<file path="src/rtl/djs_pkg.sv">
// Shared types and constants of the deadline job scheduler.
`timescale 1ns / 1ps
package djs_pkg;

   localparam int PROFIT_W   = 31;
   localparam int DEADLINE_W = 16;
   localparam int HORIZON_W  = 10;
   localparam int TOTAL_W    = 41;
   localparam int REQ_DATA_W = 48;
   localparam int RSP_DATA_W = 48;

   localparam logic [HORIZON_W-1:0] HORIZON_RESET = 10'd1023;

   typedef enum logic [3:0] {
      ST_CLEAR,
      ST_LOAD,
      ST_SORT_FETCH,
      ST_SORT_GRAB,
      ST_SORT_CMP,
      ST_SORT_PUT,
      ST_PLACE_FETCH,
      ST_PLACE_GRAB,
      ST_PLACE_TEST,
      ST_EMIT
   } state_type;

endpackage

</file>
<file path="src/rtl/djs_ram.sv">
// Simple dual-port synchronous RAM with a registered read port.
`timescale 1ns / 1ps
module djs_ram
   import djs_pkg::*;
#(
   parameter int WIDTH = 8,
   parameter int DEPTH = 16
) (
   input  logic                     clock,
   input  logic                     wr_en,
   input  logic [$clog2(DEPTH)-1:0] wr_addr,
   input  logic [WIDTH-1:0]         wr_data,
   input  logic [$clog2(DEPTH)-1:0] rd_addr,
   output logic [WIDTH-1:0]         rd_data
);

   logic [WIDTH-1:0] mem [DEPTH];

   always_ff @(posedge clock) begin
      if (wr_en) begin
         mem[wr_addr] <= wr_data;
      end
   end

   always_ff @(posedge clock) begin
      rd_data <= mem[rd_addr];
   end

endmodule

</file>
<file path="config.mk">
export PLATFORM = sky130hd
export DESIGN_NAME = djs_ram
export DESIGN_NICKNAME = d
export VERILOG_FILES = /design/src/rtl/djs_pkg.sv /design/src/rtl/djs_ram.sv
export SDC_FILE = /design/constraint.sdc
export NUM_CORES = 1
export LEC_CHECK = 0
export ABC_AREA = 1
export BUFFER_PORTS_ARGS = -buffer_cell sky130_fd_sc_hd__buf_2
export CAP_MARGIN = 20
export CORE_MARGIN = 4
export CORE_UTILIZATION = 61
export CTS_CLUSTER_SIZE = 28
export DETAILED_ROUTE_END_ITERATION = 10
export PLACE_DENSITY_LB_ADDON = 0.3
export SYNTH_ARGS = -nofsm -noshare
export SYNTH_HDL_FRONTEND = slang
export SYNTH_SLANG_ARGS = --single-unit
</file>
<file path="constraint.sdc">
create_clock -name clock -period 1.39 [get_ports clock]
set_input_delay 0.0695 -clock clock [delete_from_list [all_inputs] [get_ports clock]]
set_output_delay 0.0695 -clock clock [all_outputs]
set_load 0.02 [all_outputs]
</file>
==> After elaboration in Yosys (flattened, before gate mapping) <==
Memories as Yosys holds them, arrays and structs flattened. A register that Yosys moved wholly into a read port is not among the register bits.
Cells that the tools add are included.
{ "op_classes": {"n_mux": 2} }
{ "op_table": {"columns": ["cell", "count"], "rows": [
  ["$mux 1", 2]
]} }
{ "word_totals": {"wordCells": 3, "ff_bits": 0, "ramBits": 128, "mem_count": 1} }
{ "memory_table": {"columns": ["memory", "words", "width", "rd", "rd_clocked_by_memory_dff", "wr", "line_no", "rtl"], "rows": [
  ["mem", 16, 8, 1, 1, 1, "djs_ram.sv:17", "logic [WIDTH-1:0] mem [DEPTH];"]
]} }

==> Longest topological paths before layout <==
{ "depth": {"word_depth": 2, "mapped_depth": 8} }

==> Worst setup path after synthesis <==
OpenSTA, ideal clock, no wires.
{ "synth_timing": {"path_kind": "input-to-reg", "startpoint": "input port wr_addr[2]", "endpoint": "memory mem[10][0] (enable)", "path_stages": 2, "t_required_ns": 1.020, "arrival_time_ns": 0.650, "setup_slack_ns": 0.370, "setup_ns": 0.370, "path_cell_list": "nand3b_1 > nor2_1"} }
{ "synth_lines": {"columns": ["item", "line_no", "rtl"], "rows": [
  ["start: declaration", "djs_ram.sv:11", "input logic [$clog2(DEPTH)-1:0] wr_addr,"],
  ["end: declaration", "djs_ram.sv:17", null]
]} }
No word-level cell before the write port.

==> Worst setup path after layout <==
{ "layout_timing": {"startpoint": "register rd_data[2] (read register of mem)", "endpoint": "output port rd_data[2]"} }
{ "layout_lines": {"columns": ["item", "line_no", "rtl"], "rows": [
  ["start: declaration", "djs_ram.sv:14", "output logic [WIDTH-1:0] rd_data"]
]} }
No word-level cell between the ends.

==> impl_metrics.tcl <==
set metrics [dict create \
    ctsResizeCount 0 \
    slew_headroom 0.7717 \
    worst-setup-path-type "reg -> out" \
    maxClockFrequency_ghz 0.8624 \
    finalSetupTns_ns 0 \
    pre_cts_ws_ns 0.2370 \
    drt_wl_total_um 12410 \
    holdCritStartpoint "rd_addr[2]" \
    htreeDepth 4 \
    n_antenna_cell 0 \
    finalWorstSetupSlack_ns 0.2305 \
    syn_area_sq_um 5767 \
    clkPwrFrac 0.435 \
    tightest_slew_ns 0.3425 \
    place_hpwl_um 7407 \
    fin_crit_ns 1.160 \
    cp.arrival_ns 1.09 \
    r2r_start "mem[1][4]" \
    cts.clk_slew.worst_paths_ns 0.06 \
    overflow 0 \
    drt-pass1-iter-count 6 \
    finalHoldViolations 0 \
    regArea_sq_um 4004 \
    power.switching_w 0.002232 \
    cts_tree "yes" \
    syn_inst 551 \
    io_buffers 25 \
    gr-usage-met2 0.3912 \
    drt_iter0_drc 305 \
    gp_congestion 0.8433 \
    ctsHoldBuffers 9 \
    fin_crit_sh 0.8342 \
    finalSetupViolations 0 \
    final_max_slew_viol_count 0 \
    fin_nets 621 \
    fin_util 0.7288 \
    vias 3944 \
    grtUsageMet1 0.3077 \
    max_stage_delay_ns 0.37 \
    cp.required_ns 1.32 \
    synth_top_area_cell "edfxtp_1" \
    pwr-share-comb 0.066 \
    wire_per_inst_um 16.65 \
    drive_gt1_frac 0.1315 \
    numCtsBuffers 17 \
    cpMaxStageDelayCell "dfxtp_1" \
    grt_max_degree 65 \
    grt_pass1_wl_um 20270 \
    pwr-share-seq 0.499 \
    rsz0062_at_grt "no" \
    cts_max_path_buffers 2 \
    rows 35 \
    hp-class "in -> reg" \
    die_w_um 105.2 \
    cp-start-kind "flop" \
    syn_to_final_growth_pct 16.77 \
    switching_share 0.2417 \
    synth_cell_type_count 12 \
    post-route-drc-count 0 \
    total_power_w 0.009238 \
    grt_pass1_vias 4043 \
    busiest_layer "met2" \
    vias_per_cell 5.294 \
    final_antenna_net_count 0 \
    power_per_cell_area_nw_per_um2 1372 \
    syn-num-nets 569 \
    outcome "finished clean" \
    yosysWarnings 0 \
    crit_start "rd_data[2]" \
    p_int_w 0.007005 \
    crit_chain "buf_2" \
    peakVddDrop_mv 0.8724 \
    initial_core_util 0.6241 \
    nFillCells 631 \
    finalClockSkew_ns 0.008268 \
    cp_top_family "flip-flops" \
    coreArea_sq_um 9240 \
    syn_avg_cell_area_sq_um 10.47 \
    die-area_sq_um 11070 \
    clk_latency_ns 0.53 \
    seq_area_frac_synth 0.6943 \
    die_h_um 105.2 \
    synth_seq_cells 136 \
    postCtsSetupBuffers 0 \
    cts.sinks 136 \
    root_buffer "clkbuf_8" \
    worst-path-max-fanout 1 \
    maxCapViolCount 0 \
    cp-end-kind "output port" \
    p_leak_nw 2.937 \
    ios 26 \
    yosys-top-cells-area "edfxtp_1 67%, nand2_1 11%, nand3_1 8.4%" \
    antenna_found_initial 0 \
    grtUsageTotal 0.2413 \
    yosysTopAreaCellShare 0.6665 \
    cp_num_buf_inv 1 \
    multi_input_area_sq_um 1214 \
    use_met3 0.05634 \
]
## sequential cells by signal, summed over array words and instances, names as in the netlist
| name | cells |
|---|---|
| mem | 128 |
| rd_data | 8 |
## cells in the mapped netlist
master	instances
buf_4	4
dfxtp_1	8
inv_1	100
buf_2	13
nand2_1	173
nand3_1	97
buf_6	6
inv_2	2
nor2_1	17
nand3b_1	2
buf_1	1
edfxtp_1	128
## path summary, 6_finish.rpt
| path | to | slack [ns] | cells past startpoint |
|---|---|---|---|
| max reg2reg | rd_data[4] | 0.40 | 6 |
| min reg2reg | rd_data[5] | 0.67 | 6 |
| max | rd_data[2] | 0.23 | 1 |
| min | rd_data[2] | 0.04 | 5 |
## logic make-up (layout without fill, tap and decap cells)
| group | count (synthesis) | count (layout) | synth area share |
|---|---|---|---|
| simple gates | 289 | 289 | 0.2105 |
| flops | 136 | 136 | 0.6943 |
| buf+inv | 126 | 191 | 0.09525 |
## stage by stage
stage / hold WS, ns / cells / instance area [sq um]
after detailed placement: 0.4483 / 704 / 6110
final: 0.03786 / 745 / 6734
after global placement: 0.4434 / 704 / 6110
after global routing: 0.06338 / 745 / 6734
after floorplan: 0.1684 / 551 / 5767
after CTS: 0.01978 / 745 / 6734
## placed cells by master (no fill, tap or decap), types with 4 or more instances in the layout
master and n:
nand2_1 173, edfxtp_1 128, inv_1 100, nand3_1 97, buf_2 25, buf_4 19
nor2_1 17, clkbuf_16 16, dlygate4sd3_1 9, dfxtp_1 8, inv_6 6, clkinvlp_4 5
buf_12 4
## final cells by class
| class | instances | area share |
|---|---|---|
| sequential | 136 | 0.5946 |
| multi-input combinational | 289 | 0.1802 |
| timing repair buffer | 57 | 0.06503 |
| clock buffer | 18 | 0.06206 |
| inverter | 102 | 0.05686 |
| tap | 129 | 0.02397 |
| clock inverter | 14 | 0.01728 |
## power by group through the flow
stage                     Sequential, W  Clock [W]  Combinational [W]
after global routing            0.00461    0.00428           0.000674
after global placement          0.00469          0           0.000561
after CTS                       0.00461    0.00404           0.000607
after detailed placement        0.00470          0           0.000581
final                           0.00461    0.00402           0.000608
after floorplan                 0.00473          0           0.000323
## routing by layer
layer  wire length [um]  up-vias  share of wire
li1                   -     1882              -
met1               4786     1839           0.39
met3                973       37          0.078
met4                439        0          0.035
met2               6208      186           0.50
met5                  0        -              0
Note: power is estimated with default switching activity, not from simulation.
